## src/sv/bpc_pkg.sv

```systemverilog
// Shared types and constants of the barometer pressure compensation block.
package bpc_pkg;

	localparam int RAW_W   = 24;
	localparam int COEFF_W = 16;
	localparam int INDEX_W = 3;
	localparam int TEMP_W  = 20;
	localparam int PRESS_W = 32;
	localparam int ACC_W   = 40;
	localparam int MUL_W   = 27;
	localparam int PROD_W  = 2 * MUL_W;

	localparam int OFF_SHIFT    = 7;
	localparam int SENS_SHIFT   = 8;
	localparam int TEMP_SHIFT   = 23;
	localparam int T2_SHIFT     = 31;
	localparam int P_SENS_SHIFT = 21;
	localparam int P_SHIFT      = 15;
	localparam int SENS_SPLIT   = 20;

	localparam logic signed [20:0] TEMP_BASE  = 21'sd2000;
	localparam logic signed [20:0] TEMP_VLO   = 21'sd1500;

	typedef enum logic [INDEX_W-1:0] {
		REG_SENS        = 3'd0,
		REG_OFFSET      = 3'd1,
		REG_SENS_TEMP   = 3'd2,
		REG_OFFSET_TEMP = 3'd3,
		REG_REF_TEMP    = 3'd4,
		REG_TEMP_SLOPE  = 3'd5
	} cfg_reg_t;

	typedef enum logic [3:0] {
		OP_NONE,
		OP_DT,
		OP_MUL_OFF,
		OP_MUL_SENS,
		OP_MUL_TEMP,
		OP_MUL_DT2,
		OP_MUL_LO2,
		OP_MUL_VLO2,
		OP_CORR,
		OP_TEMP_FIN,
		OP_P_MUL_LO,
		OP_P_MUL_HI,
		OP_P_ACC,
		OP_P_SCALE,
		OP_P_SUB,
		OP_P_FIN
	} dp_op_t;

	typedef struct packed {
		logic   load;
		logic   emit;
		dp_op_t op;
	} dp_cmd_t;

	typedef enum logic [4:0] {
		ST_IDLE,
		ST_DECODE,
		ST_MUL_OFF,
		ST_MUL_SENS,
		ST_MUL_TEMP,
		ST_MUL_DT2,
		ST_MUL_LO2,
		ST_MUL_VLO2,
		ST_CORR,
		ST_TEMP_FIN,
		ST_P_MUL_LO,
		ST_P_MUL_HI,
		ST_P_ACC,
		ST_P_SCALE,
		ST_P_SUB,
		ST_P_FIN,
		ST_DONE
	} ctrl_state_t;

endpackage

```

## src/sv/bpc_if.sv

```systemverilog
// Channel interfaces of the barometer pressure compensation block.
interface bpc_sample_if;
	logic                        valid;
	logic                        ready;
	logic                        kind;
	logic [bpc_pkg::RAW_W-1:0]   raw_value;
	modport source(output valid, kind, raw_value, input ready);
	modport sink(input valid, kind, raw_value, output ready);
endinterface

interface bpc_result_if;
	logic                               valid;
	logic                               ready;
	logic signed [bpc_pkg::TEMP_W-1:0]  temperature_x100;
	logic signed [bpc_pkg::PRESS_W-1:0] pressure_x100;
	modport source(output valid, temperature_x100, pressure_x100, input ready);
	modport sink(input valid, temperature_x100, pressure_x100, output ready);
endinterface

interface bpc_cfg_if;
	logic                          valid;
	logic                          ready;
	logic [bpc_pkg::INDEX_W-1:0]   index;
	logic [bpc_pkg::COEFF_W-1:0]   data;
	modport source(output valid, index, data, input ready);
	modport sink(input valid, index, data, output ready);
endinterface

```

## src/sv/bpc_ctrl.sv

```systemverilog
// Sequencing state machine and handshake control of the compensation block.
module bpc_ctrl (
	input  logic                clk,
	input  logic                arst_n,
	bpc_sample_if.sink          sample,
	bpc_result_if.source        result,
	input  logic                is_pressure,
	output bpc_pkg::dp_cmd_t    cmd
);

	bpc_pkg::ctrl_state_t state_q;
	bpc_pkg::ctrl_state_t state_next;
	logic                 out_valid_q;

	always_ff @(posedge clk or negedge arst_n) begin
		if (!arst_n) begin
			state_q <= bpc_pkg::ST_IDLE;
		end else begin
			state_q <= state_next;
		end
	end

	always_ff @(posedge clk or negedge arst_n) begin
		if (!arst_n) begin
			out_valid_q <= 1'b0;
		end else if (cmd.emit) begin
			out_valid_q <= 1'b1;
		end else if (result.ready) begin
			out_valid_q <= 1'b0;
		end
	end

	assign result.valid = out_valid_q;
	assign sample.ready = (state_q == bpc_pkg::ST_IDLE);

	always_comb begin
		state_next = state_q;
		cmd.load   = 1'b0;
		cmd.emit   = 1'b0;
		cmd.op     = bpc_pkg::OP_NONE;
		case (state_q)
			bpc_pkg::ST_IDLE: begin
				if (sample.valid) begin
					cmd.load   = 1'b1;
					state_next = bpc_pkg::ST_DECODE;
				end
			end
			bpc_pkg::ST_DECODE: begin
				cmd.op     = bpc_pkg::OP_DT;
				state_next = is_pressure ? bpc_pkg::ST_P_MUL_LO : bpc_pkg::ST_MUL_OFF;
			end
			bpc_pkg::ST_MUL_OFF: begin
				cmd.op     = bpc_pkg::OP_MUL_OFF;
				state_next = bpc_pkg::ST_MUL_SENS;
			end
			bpc_pkg::ST_MUL_SENS: begin
				cmd.op     = bpc_pkg::OP_MUL_SENS;
				state_next = bpc_pkg::ST_MUL_TEMP;
			end
			bpc_pkg::ST_MUL_TEMP: begin
				cmd.op     = bpc_pkg::OP_MUL_TEMP;
				state_next = bpc_pkg::ST_MUL_DT2;
			end
			bpc_pkg::ST_MUL_DT2: begin
				cmd.op     = bpc_pkg::OP_MUL_DT2;
				state_next = bpc_pkg::ST_MUL_LO2;
			end
			bpc_pkg::ST_MUL_LO2: begin
				cmd.op     = bpc_pkg::OP_MUL_LO2;
				state_next = bpc_pkg::ST_MUL_VLO2;
			end
			bpc_pkg::ST_MUL_VLO2: begin
				cmd.op     = bpc_pkg::OP_MUL_VLO2;
				state_next = bpc_pkg::ST_CORR;
			end
			bpc_pkg::ST_CORR: begin
				cmd.op     = bpc_pkg::OP_CORR;
				state_next = bpc_pkg::ST_TEMP_FIN;
			end
			bpc_pkg::ST_TEMP_FIN: begin
				cmd.op     = bpc_pkg::OP_TEMP_FIN;
				state_next = bpc_pkg::ST_DONE;
			end
			bpc_pkg::ST_P_MUL_LO: begin
				cmd.op     = bpc_pkg::OP_P_MUL_LO;
				state_next = bpc_pkg::ST_P_MUL_HI;
			end
			bpc_pkg::ST_P_MUL_HI: begin
				cmd.op     = bpc_pkg::OP_P_MUL_HI;
				state_next = bpc_pkg::ST_P_ACC;
			end
			bpc_pkg::ST_P_ACC: begin
				cmd.op     = bpc_pkg::OP_P_ACC;
				state_next = bpc_pkg::ST_P_SCALE;
			end
			bpc_pkg::ST_P_SCALE: begin
				cmd.op     = bpc_pkg::OP_P_SCALE;
				state_next = bpc_pkg::ST_P_SUB;
			end
			bpc_pkg::ST_P_SUB: begin
				cmd.op     = bpc_pkg::OP_P_SUB;
				state_next = bpc_pkg::ST_P_FIN;
			end
			bpc_pkg::ST_P_FIN: begin
				cmd.op     = bpc_pkg::OP_P_FIN;
				state_next = bpc_pkg::ST_DONE;
			end
			bpc_pkg::ST_DONE: begin
				if (!out_valid_q || result.ready) begin
					cmd.emit   = 1'b1;
					state_next = bpc_pkg::ST_IDLE;
				end
			end
			default: begin
				state_next = bpc_pkg::ST_IDLE;
			end
		endcase
	end

endmodule

```

## src/sv/bpc_datapath.sv

```systemverilog
// Calibration registers, shared multiplier and compensation arithmetic.
module bpc_datapath (
	input  logic                                clk,
	input  logic                                arst_n,
	bpc_cfg_if.sink                             cfg,
	input  bpc_pkg::dp_cmd_t                    cmd,
	input  logic                                kind,
	input  logic [bpc_pkg::RAW_W-1:0]           raw_value,
	output logic                                is_pressure,
	output logic signed [bpc_pkg::TEMP_W-1:0]   temperature_x100,
	output logic signed [bpc_pkg::PRESS_W-1:0]  pressure_x100
);

	// Signed shift that rounds toward zero, as a C division by a power of two.
	function automatic logic signed [63:0] shr_trunc(input logic signed [63:0] x,
		input int unsigned k);
		logic signed [63:0] bias;
		bias = x[63] ? ((64'sd1 <<< k) - 64'sd1) : 64'sd0;
		return (x + bias) >>> k;
	endfunction

	logic [bpc_pkg::COEFF_W-1:0] c1_q, c2_q, c3_q, c4_q, c5_q, c6_q;

	logic                                 kind_q;
	logic [bpc_pkg::RAW_W-1:0]            raw_q;
	logic signed [25:0]                   dt_q;
	logic signed [bpc_pkg::PROD_W-1:0]    prod_q;
	logic signed [40:0]                   off_q;
	logic signed [40:0]                   sens_q;
	logic signed [bpc_pkg::TEMP_W-1:0]    temp_q;
	logic [17:0]                          tcorr_q;
	logic [39:0]                          off_corr_q;
	logic [39:0]                          sens_corr_q;
	logic signed [63:0]                   acc_q;

	logic signed [bpc_pkg::ACC_W-1:0]     offset_acc_q;
	logic signed [bpc_pkg::ACC_W-1:0]     sens_acc_q;
	logic signed [bpc_pkg::TEMP_W-1:0]    temp_reg_q;
	logic signed [bpc_pkg::PRESS_W-1:0]   press_reg_q;
	logic signed [bpc_pkg::TEMP_W-1:0]    out_temp_q;
	logic signed [bpc_pkg::PRESS_W-1:0]   out_press_q;

	logic signed [bpc_pkg::MUL_W-1:0]     mul_a;
	logic signed [bpc_pkg::MUL_W-1:0]     mul_b;
	logic signed [63:0]                   prod64;
	logic signed [63:0]                   div_off;
	logic signed [63:0]                   div_sens;
	logic signed [63:0]                   div_temp;
	logic signed [63:0]                   div_psens;
	logic signed [63:0]                   div_press;
	logic signed [20:0]                   lo_s;
	logic signed [20:0]                   vlo_s;
	logic [39:0]                          sq40;
	logic [39:0]                          five_sq;
	logic [39:0]                          seven_sq;
	logic [39:0]                          eleven_sq;

	assign cfg.ready = 1'b1;

	always_ff @(posedge clk or negedge arst_n) begin
		if (!arst_n) begin
			c1_q <= '0;
			c2_q <= '0;
			c3_q <= '0;
			c4_q <= '0;
			c5_q <= '0;
			c6_q <= '0;
		end else if (cfg.valid) begin
			case (cfg.index)
				bpc_pkg::REG_SENS:        c1_q <= cfg.data;
				bpc_pkg::REG_OFFSET:      c2_q <= cfg.data;
				bpc_pkg::REG_SENS_TEMP:   c3_q <= cfg.data;
				bpc_pkg::REG_OFFSET_TEMP: c4_q <= cfg.data;
				bpc_pkg::REG_REF_TEMP:    c5_q <= cfg.data;
				bpc_pkg::REG_TEMP_SLOPE:  c6_q <= cfg.data;
				default: ;
			endcase
		end
	end

	assign prod64    = {{(64 - bpc_pkg::PROD_W){prod_q[bpc_pkg::PROD_W-1]}}, prod_q};
	assign div_off   = shr_trunc(prod64, bpc_pkg::OFF_SHIFT);
	assign div_sens  = shr_trunc(prod64, bpc_pkg::SENS_SHIFT);
	assign div_temp  = shr_trunc(prod64, bpc_pkg::TEMP_SHIFT);
	assign div_psens = shr_trunc(acc_q, bpc_pkg::P_SENS_SHIFT);
	assign div_press = shr_trunc(acc_q, bpc_pkg::P_SHIFT);

	assign lo_s      = {temp_q[bpc_pkg::TEMP_W-1], temp_q} - bpc_pkg::TEMP_BASE;
	assign vlo_s     = {temp_q[bpc_pkg::TEMP_W-1], temp_q} + bpc_pkg::TEMP_VLO;
	assign sq40      = prod_q[39:0];
	assign five_sq   = (sq40 << 2) + sq40;
	assign seven_sq  = (sq40 << 3) - sq40;
	assign eleven_sq = (sq40 << 3) + (sq40 << 1) + sq40;

	always_comb begin
		mul_a = '0;
		mul_b = '0;
		case (cmd.op)
			bpc_pkg::OP_MUL_OFF: begin
				mul_a = {dt_q[25], dt_q};
				mul_b = {11'b0, c4_q};
			end
			bpc_pkg::OP_MUL_SENS: begin
				mul_a = {dt_q[25], dt_q};
				mul_b = {11'b0, c3_q};
			end
			bpc_pkg::OP_MUL_TEMP: begin
				mul_a = {dt_q[25], dt_q};
				mul_b = {11'b0, c6_q};
			end
			bpc_pkg::OP_MUL_DT2: begin
				mul_a = {dt_q[25], dt_q};
				mul_b = {dt_q[25], dt_q};
			end
			bpc_pkg::OP_MUL_LO2: begin
				mul_a = {{6{lo_s[20]}}, lo_s};
				mul_b = {{6{lo_s[20]}}, lo_s};
			end
			bpc_pkg::OP_MUL_VLO2: begin
				mul_a = {{6{vlo_s[20]}}, vlo_s};
				mul_b = {{6{vlo_s[20]}}, vlo_s};
			end
			bpc_pkg::OP_P_MUL_LO: begin
				mul_a = {3'b0, raw_q};
				mul_b = {7'b0, sens_acc_q[bpc_pkg::SENS_SPLIT-1:0]};
			end
			bpc_pkg::OP_P_MUL_HI: begin
				mul_a = {3'b0, raw_q};
				mul_b = {{7{sens_acc_q[bpc_pkg::ACC_W-1]}},
					sens_acc_q[bpc_pkg::ACC_W-1:bpc_pkg::SENS_SPLIT]};
			end
			default: begin
				mul_a = '0;
				mul_b = '0;
			end
		endcase
	end

	always_ff @(posedge clk) begin
		prod_q <= mul_a * mul_b;
		if (cmd.load) begin
			kind_q <= kind;
			raw_q  <= raw_value;
		end
		case (cmd.op)
			bpc_pkg::OP_DT: begin
				dt_q <= $signed({2'b0, raw_q}) - $signed({2'b0, c5_q, 8'b0});
			end
			bpc_pkg::OP_MUL_SENS: begin
				off_q <= $signed({9'b0, c2_q, 16'b0}) + div_off[40:0];
			end
			bpc_pkg::OP_MUL_TEMP: begin
				sens_q <= $signed({10'b0, c1_q, 15'b0}) + div_sens[40:0];
			end
			bpc_pkg::OP_MUL_DT2: begin
				temp_q <= bpc_pkg::TEMP_BASE[bpc_pkg::TEMP_W-1:0] +
					div_temp[bpc_pkg::TEMP_W-1:0];
			end
			bpc_pkg::OP_MUL_LO2: begin
				tcorr_q <= prod_q[bpc_pkg::T2_SHIFT+17:bpc_pkg::T2_SHIFT];
			end
			bpc_pkg::OP_MUL_VLO2: begin
				off_corr_q  <= five_sq >> 1;
				sens_corr_q <= five_sq >> 2;
			end
			bpc_pkg::OP_CORR: begin
				if (vlo_s[20]) begin
					off_corr_q  <= off_corr_q + seven_sq;
					sens_corr_q <= sens_corr_q + (eleven_sq >> 1);
				end
			end
			bpc_pkg::OP_P_MUL_HI: begin
				acc_q <= prod64;
			end
			bpc_pkg::OP_P_ACC: begin
				acc_q <= acc_q + (prod64 <<< bpc_pkg::SENS_SPLIT);
			end
			bpc_pkg::OP_P_SCALE: begin
				acc_q <= div_psens;
			end
			bpc_pkg::OP_P_SUB: begin
				acc_q <= acc_q - {{(64 - bpc_pkg::ACC_W){offset_acc_q[bpc_pkg::ACC_W-1]}},
					offset_acc_q};
			end
			default: ;
		endcase
		if (cmd.emit) begin
			out_temp_q  <= temp_reg_q;
			out_press_q <= press_reg_q;
		end
	end

	always_ff @(posedge clk or negedge arst_n) begin
		if (!arst_n) begin
			offset_acc_q <= '0;
			sens_acc_q   <= '0;
			temp_reg_q   <= '0;
			press_reg_q  <= '0;
		end else if (cmd.op == bpc_pkg::OP_TEMP_FIN) begin
			if (lo_s[20]) begin
				temp_reg_q   <= temp_q - $signed({2'b0, tcorr_q});
				offset_acc_q <= off_q[bpc_pkg::ACC_W-1:0] - off_corr_q;
				sens_acc_q   <= sens_q[bpc_pkg::ACC_W-1:0] - sens_corr_q;
			end else begin
				temp_reg_q   <= temp_q;
				offset_acc_q <= off_q[bpc_pkg::ACC_W-1:0];
				sens_acc_q   <= sens_q[bpc_pkg::ACC_W-1:0];
			end
		end else if (cmd.op == bpc_pkg::OP_P_FIN) begin
			press_reg_q <= div_press[bpc_pkg::PRESS_W-1:0];
		end
	end

	assign is_pressure      = kind_q;
	assign temperature_x100 = out_temp_q;
	assign pressure_x100    = out_press_q;

endmodule

```

## src/sv/barometer_pressure_compensation.sv

```systemverilog
// Top level of the barometer pressure compensation block.
// Each accepted reading yields one result that holds the latest compensated
// temperature and pressure. Each reading runs through a sequence of steps
// on the single shared 27 by 27 bit multiplier, one product per cycle. A new
// reading is taken once the previous one has left the arithmetic, even while
// its result still waits in the output register.
module barometer_pressure_compensation (
	input  logic          clk,
	input  logic          arst_n,
	bpc_sample_if.sink    sample,
	bpc_result_if.source  result,
	bpc_cfg_if.sink       cfg
);

	bpc_pkg::dp_cmd_t cmd;
	logic             is_pressure;

	bpc_ctrl u_ctrl (
		.clk         (clk),
		.arst_n      (arst_n),
		.sample      (sample),
		.result      (result),
		.is_pressure (is_pressure),
		.cmd         (cmd)
	);

	bpc_datapath u_datapath (
		.clk              (clk),
		.arst_n           (arst_n),
		.cfg              (cfg),
		.cmd              (cmd),
		.kind             (sample.kind),
		.raw_value        (sample.raw_value),
		.is_pressure      (is_pressure),
		.temperature_x100 (result.temperature_x100),
		.pressure_x100    (result.pressure_x100)
	);

endmodule

```

## src/flat_wrapper.sv

```systemverilog
// flat-port wrapper written by rule: the top's interface ports become plain ports
module barometer_pressure_compensation_flat 
  (clk, arst_n, sample_valid, sample_kind, sample_raw_value, sample_ready, result_valid, result_temperature_x100, result_pressure_x100, result_ready, cfg_valid, cfg_index, cfg_data, cfg_ready);
  bpc_sample_if sample_i ();
  bpc_result_if result_i ();
  bpc_cfg_if cfg_i ();
  input  logic clk;
  input  logic arst_n;
  input wire logic [$bits(sample_i.valid)-1:0] sample_valid;
  input wire logic [$bits(sample_i.kind)-1:0] sample_kind;
  input wire logic [$bits(sample_i.raw_value)-1:0] sample_raw_value;
  output wire logic [$bits(sample_i.ready)-1:0] sample_ready;
  output wire logic [$bits(result_i.valid)-1:0] result_valid;
  output wire logic [$bits(result_i.temperature_x100)-1:0] result_temperature_x100;
  output wire logic [$bits(result_i.pressure_x100)-1:0] result_pressure_x100;
  input wire logic [$bits(result_i.ready)-1:0] result_ready;
  input wire logic [$bits(cfg_i.valid)-1:0] cfg_valid;
  input wire logic [$bits(cfg_i.index)-1:0] cfg_index;
  input wire logic [$bits(cfg_i.data)-1:0] cfg_data;
  output wire logic [$bits(cfg_i.ready)-1:0] cfg_ready;
  assign sample_i.valid = sample_valid;
  assign sample_i.kind = sample_kind;
  assign sample_i.raw_value = sample_raw_value;
  assign sample_ready = sample_i.ready;
  assign result_valid = result_i.valid;
  assign result_temperature_x100 = result_i.temperature_x100;
  assign result_pressure_x100 = result_i.pressure_x100;
  assign result_i.ready = result_ready;
  assign cfg_i.valid = cfg_valid;
  assign cfg_i.index = cfg_index;
  assign cfg_i.data = cfg_data;
  assign cfg_ready = cfg_i.ready;
  barometer_pressure_compensation u_core (.clk(clk), .arst_n(arst_n), .sample(sample_i), .result(result_i), .cfg(cfg_i));
endmodule
```

## config.mk

```make
export PLATFORM = sky130hd
export DESIGN_NAME = barometer_pressure_compensation_flat
export DESIGN_NICKNAME = d
export VERILOG_FILES = /design/src/sv/bpc_pkg.sv /design/src/sv/bpc_if.sv /design/src/sv/bpc_ctrl.sv /design/src/sv/bpc_datapath.sv /design/src/sv/barometer_pressure_compensation.sv /design/src/flat_wrapper.sv
export SDC_FILE = /design/constraint.sdc
export NUM_CORES = 2
export LEC_CHECK = 0
export BUFFER_PORTS_ARGS = -buffer_cell sky130_fd_sc_hd__buf_2
export CORE_UTILIZATION = 45
export CTS_BUF_LIST = sky130_fd_sc_hd__clkbuf_2 sky130_fd_sc_hd__clkbuf_4 sky130_fd_sc_hd__clkbuf_8
export CTS_CLUSTER_DIAMETER = 80
export CTS_CLUSTER_SIZE = 10
export DETAILED_ROUTE_END_ITERATION = 16
export SYNTH_ARGS = -nofsm -noshare
export SYNTH_HDL_FRONTEND = slang
export SYNTH_SLANG_ARGS = --single-unit
```

## constraint.sdc

```tcl
create_clock -name clk -period 20.8 [get_ports clk]
set_input_delay 0 -clock clk [delete_from_list [all_inputs] [get_ports clk]]
set_output_delay 0 -clock clk [all_outputs]
set_load 0.01 [all_outputs]
```

## Word-level counts from Yosys, hierarchy flattened

Cells that the tools add are included.

| storage, ports and cells | value |
|---|---|
| memory bits (writable) | 0 |
| flip-flop bits (word level) | 653 |
| bits in latches | 0 |
| output and inout bits | 55 |
| memory bits (read-only) | 0 |
| memories | 0 |
| input bits | 49 |
| logic and storage cells | 133 |

| cells by class | value |
|---|---|
| $add $sub $neg | 22 |
| divide/modulo/power cells | 0 |
| magnitude comparators | 0 |
| bitwise logic cells | 1 |
| reduce and logical (&&, ||, !) cells | 19 |
| multiply operators | 1 |
| multiplexer cells | 26 |
| shifts and indexed selects | 0 |
| eq/ne operators | 39 |

Operator list:

| cell | count |
|---|---|
| $pmux 64 s4 | 1 |
| $pmux 27 s8 | 1 |
| $add 40x40->40 | 4 |
| $mux 40 | 4 |
| $pmux 40 s2 | 2 |
| $sub 40x40->40 | 3 |
| $pmux 27 s4 | 1 |
| $pmux 5 s16 | 1 |
| $add 64x22->64 | 1 |
| $add 64x64->64 | 1 |
| $sub 64x64->64 | 1 |
| $pmux 4 s15 | 1 |
| $mul 27x27->54 | 1 |
| $add 48x9->48 | 1 |
| $add 47x16->47 | 1 |
| $add 47x8->47 | 1 |
| $add 43x24->43 | 1 |
| $add 31x40->40 | 1 |
| $add 32x40->40 | 1 |
| $add 40x39->40 | 1 |
| $eq 5x4->1 const B | 8 |
| $eq 4x4->1 const B | 8 |
| $sub 24x24->25 | 1 |
| $mux 23 | 1 |
| 33 further kinds | 61 |

## Logic depth before layout (Yosys ltp)

| depth | value |
|---|---|
| depth in word-level cells | 6 |
| depth in mapped cells | 41 |
| depth with buffers taken out | 39 |

## Worst setup path after synthesis

Ideal clock, no wire load.

| path | value |
|---|---|
| path type | reg2reg |
| from | register u_core.u_ctrl.state_q[0] |
| to | register u_core.u_datapath.prod_q[53] (netlist bit) |
| arrival time | 10.242 ns |
| library setup time | 0.122 ns |
| stages on the path, launching flop included | 33 |
| setup slack | 10.436 ns |
| clock period less this slack | 10.364 ns |
| required time | 20.678 ns |
| path buffers | 3 |
| path through | dfrtp_1 clkbuf_1 or2_2 clkbuf_1 nor3_1 clkbuf_1 a22oi_1 nand2_1 nand2_1 inv_1 fa_1 fa_1 inv_1 fa_1 inv_1 ha_1 inv_1 fa_1 inv_1 fa_1 inv_1 fa_1 inv_1 ha_1 o21ai_0 nor3_1 o211ai_1 a31oi_1 or3b_2 nand2_1 nand3_1 o21ai_0 xnor2_1 |

| on the way | value |
|---|---|
| cells in the longest elaborated chain, start to end | 6 |
| elaborated cells between the ends (all ways) | 29 |
| those cells by class | mul (1); eq/ne (23); mux (3); reduce/logical (2) |

Ends and longest elaborated chain:

| item | RTL line | RTL |
|---|---|---|
| from (decl) | bpc_ctrl.sv:11 | `bpc_pkg::ctrl_state_t state_q;` |
| from (signal assigned) | bpc_ctrl.sv:17 | `state_q <= bpc_pkg::ST_IDLE;` |
| from (signal assigned) | bpc_ctrl.sv:19 | `state_q <= state_next;` |
| $eq 5x4->1 (tied with other cells) | bpc_ctrl.sv:41 | `case (state_q)` |
| $pmux 4 s15 (*) | bpc_ctrl.sv:41 |  |
| $eq 4x3->1 (tied with other cells) | bpc_datapath.sv:98 | `case (cmd.op)` |
| $reduce_or 4->1 (no line) / $reduce_or 2->1 (equally long branches) | n/a |  |
| $pmux 27 s4 | bpc_datapath.sv:98 |  |
| $mul 27x27->54 (*) | bpc_datapath.sv:140 | `prod_q <= mul_a * mul_b;` |
| to (signal assigned) | bpc_datapath.sv:140 |  |
| to (decl) | bpc_datapath.sv:27 | `logic signed [bpc_pkg::PROD_W-1:0] prod_q;` |

Every way passes the cells marked *; elsewhere a longest branch is shown, timed or not.
A chain may end at the register's enable or synchronous reset.

## Final worst setup path

| path | value |
|---|---|
| from | register u_core.u_ctrl.state_q[1] |
| to | register u_core.u_datapath.prod_q[48] (netlist bit) |

The elaborated chain is that of the path after synthesis.

==> results.cfg <==
[synthesis]
ys_ff_latch = 652
synth_nets = 9983
synth_cell_type_count = 116
ys_warn_count = 0
synth_compound_area_frac = 0.159
synth-main-ff-cell = edfxtp_1
async_reset_ff_frac = 0.359
syn_area_sq_um = 76500
synthTopCellsByArea = fa_1 21%, edfxtp_1 14%, ha_1 10%, dfrtp_1 7.7%, inv_1 6.1%
syn_inst = 8523
yosys-mux-area-fraction = 0.0160
synth_commonest_cells = 1249 x inv_1, 899 x nand2_1, 799 x fa_1, 650 x nor2_1, 612 x ha_1
synth-seq-area-share = 0.234
synth_most_common_cell = inv_1
synth_edf_count = 364
synth_fa_ha_area_frac = 0.310
synth_top_family_by_area = adder cells
yosys.area.top_type = fa_1
synth_top_area_frac = 0.209
synth_xor_area_frac = 0.0661
synth-simple-area-share = 0.137
syn_avg_cell_area_sq_um = 8.97

[placement]
port_buffers = 102
dpl.cell_count = 10700
place.gp.congestion = 0.983
dp_slack_ns = 9.62
dp_hpwl_um = 215000

[sta]
skew_ns = 0.0731
worst_slew_pin_slew_ns = 1.50
max_freq_ghz = 0.0879
finalSetupViolCount = 0
finalMaxSlewViolations = 2
report.final.hold_viol_count = 0
setup_ws_ns = 9.42
fin_crit_sh = 0.547
slew_headroom = -0.0107
setup_tns_ns = 0
rsz0062_at_grt = no
fin_crit_ns = 11.38

[route]
drc_errors = 0
wl_um = 274000
via_per_inst = 5.87
avgRoutedWirePerCell_um = 25.2
dr.pass1.iters = 7
vias = 64000
drt_iter0_drc = 6459
ant_nets = 0

[worst_setup_path]
critPathBufInv = 6
timing_worst_setup_path_type = register to register
cp_top_family = adder cells
crit_slowest_cell = dfrtp_1
cp.required_ns = 21.51
critPathMaxFanout = 26
start_kind = register
worstPathArrival_ns = 12.09
cp_slowest_stage_delay_ns = 0.89
endpoint_kind = register

[cts]
clk_latency_ns = 0.83
cts_buffers = 81
h-tree-depth = 3
root_buffer = clkbuf_8
cts_tree = done
clock_sinks = 652
cts_resized = 0
cts.path.max_buffers = 3
cts.reportedPaths.clkPinSlew_ns = 0.08

[global_routing]
grt_pass1_wl_um = 405000
grt_usage = 0.316
grt_overflow = 0
grt_pass1_vias = 63300
antenna_found_initial = 22
grt_max_degree = 81

[floorplanning]
coreArea_sq_um = 168000
start_util = 0.455
die_h_um = 414
row_count = 150
io_pins = 104
fp.dieW_um = 414
die-area_sq_um = 172000

[layout]
register_area_sq_um = 17900
final_nets = 10100
drive_gt1_frac = 0.0690
postLayoutCoreUtil = 0.490
stdcell_count = 10900
multiInputGateArea_sq_um = 52800
syn_to_final_growth_pct = 7.69
fill_cells = 16000

[status]
violations = capacitance limit, slew limit
status = finished, violations left

[worst_hold_path]
hold_path.class = primary input to register

[run]
maxCapViolations = 1
-- cell families after synthesis --
group	count (synthesis)
AO/OA/AOI/OAI	1885
XOR/XNOR	576
adder cells (fa/ha/maj)	1413
buffers and inverters	1571
flip-flops	652
multiplexers	111
other	1
AND/OR/NAND/NOR	2314
-- routing by layer --
| metal | global-route usage | vias up | part of all wire |
|---|---|---|---|
| met3 | 0.0599 | 652 | 0.085 |
| li1 | - | 28900 | - |
| met2 | 0.503 | 2799 | 0.45 |
| met1 | 0.413 | 31600 | 0.41 |
| met5 | 0 | - | 0.00043 |
| met4 | 0.151 | 16 | 0.056 |
-- what timing repair did --
item	in CTS	in global routing
setup buffers	0	0
setup endpoints to repair	0	0
hold buffers	83	0
endpoints found under the hold margin	300	0
-- tightest hold or removal path: cells and delay by family --
family	cells	cell delay, ns
AO/OA/AOI/OAI	1	0.08
buffers and inverters	3	0.80
-- metrics by stage --
stage / cell area [sq um] / hold WS, ns
after floorplan: 76500 / -0.296
after global placement: 79700 / 0.0781
after detailed placement: 79700 / 0.0790
after CTS: 82300 / 0.0331
after global routing: 82300 / 0.0705
final: 82300 / 0.111
-- placed cells by master, fill, tap and decap left out, types with 144 or more instances in the layout --
master / count
inv_1: 1249
nand2_1: 898
fa_1: 799
nor2_1: 643
ha_1: 612
a21oi_1: 510
o21ai_0: 424
xnor2_1: 400
edfxtp_1: 364
a21o_1: 263
dfrtp_1: 233
xor2_1: 175
buf_4: 144
-- flip-flops by register name, summed over array words and instances (netlist names), 18 cells and up --
signal,flops
u_core.u_datapath.prod_q,54
u_core.u_datapath.off_q,40
u_core.u_datapath.sens_acc_q,40
u_core.u_datapath.dt_q,25
u_core.u_datapath.off_corr_q,40
u_core.u_datapath.press_reg_q,32
u_core.u_datapath.offset_acc_q,40
u_core.u_datapath.temp_q,20
u_core.u_datapath.raw_q,24
u_core.u_datapath.temp_reg_q,20
u_core.u_datapath.sens_corr_q,40
u_core.u_datapath.sens_q,40
u_core.u_datapath.temperature_x100,20
u_core.u_datapath.tcorr_q,18
u_core.u_datapath.pressure_x100,32
u_core.u_datapath.acc_q,64
-- cell type report --
type	instances	share of cell area
diodes	4	0.000122
clock buffers	131	0.0182
clock inverters	19	0.00305
inverters	1255	0.0572
multi-input cells	6300	0.641
flip-flops and latches	652	0.217
well taps	2204	0.0335
repair buffers	329	0.0298
-- path summary, 6_finish.rpt --
check	start	end	slack, ns	cells after the start
min in group asynchronous	arst_n	u_core.u_datapath.offset_acc_q[1]	0.43	4
hold / removal	sample_valid	u_core.u_ctrl.state_q[0]	0.11	4
setup / recovery	u_core.u_ctrl.state_q[1]	u_core.u_datapath.prod_q[48]	9.42	32
setup reg to reg	u_core.u_ctrl.state_q[1]	u_core.u_datapath.prod_q[48]	9.42	32
max in group asynchronous	arst_n	u_core.u_datapath.c5_q[14]	18.69	5
hold reg to reg	u_core.u_datapath.press_reg_q[10]	u_core.u_datapath.pressure_x100[10]	0.45	0
Power is left out: the tool's default activity adds up to more than one toggle a clock period on the data nets, which glitch-free logic cannot reach.
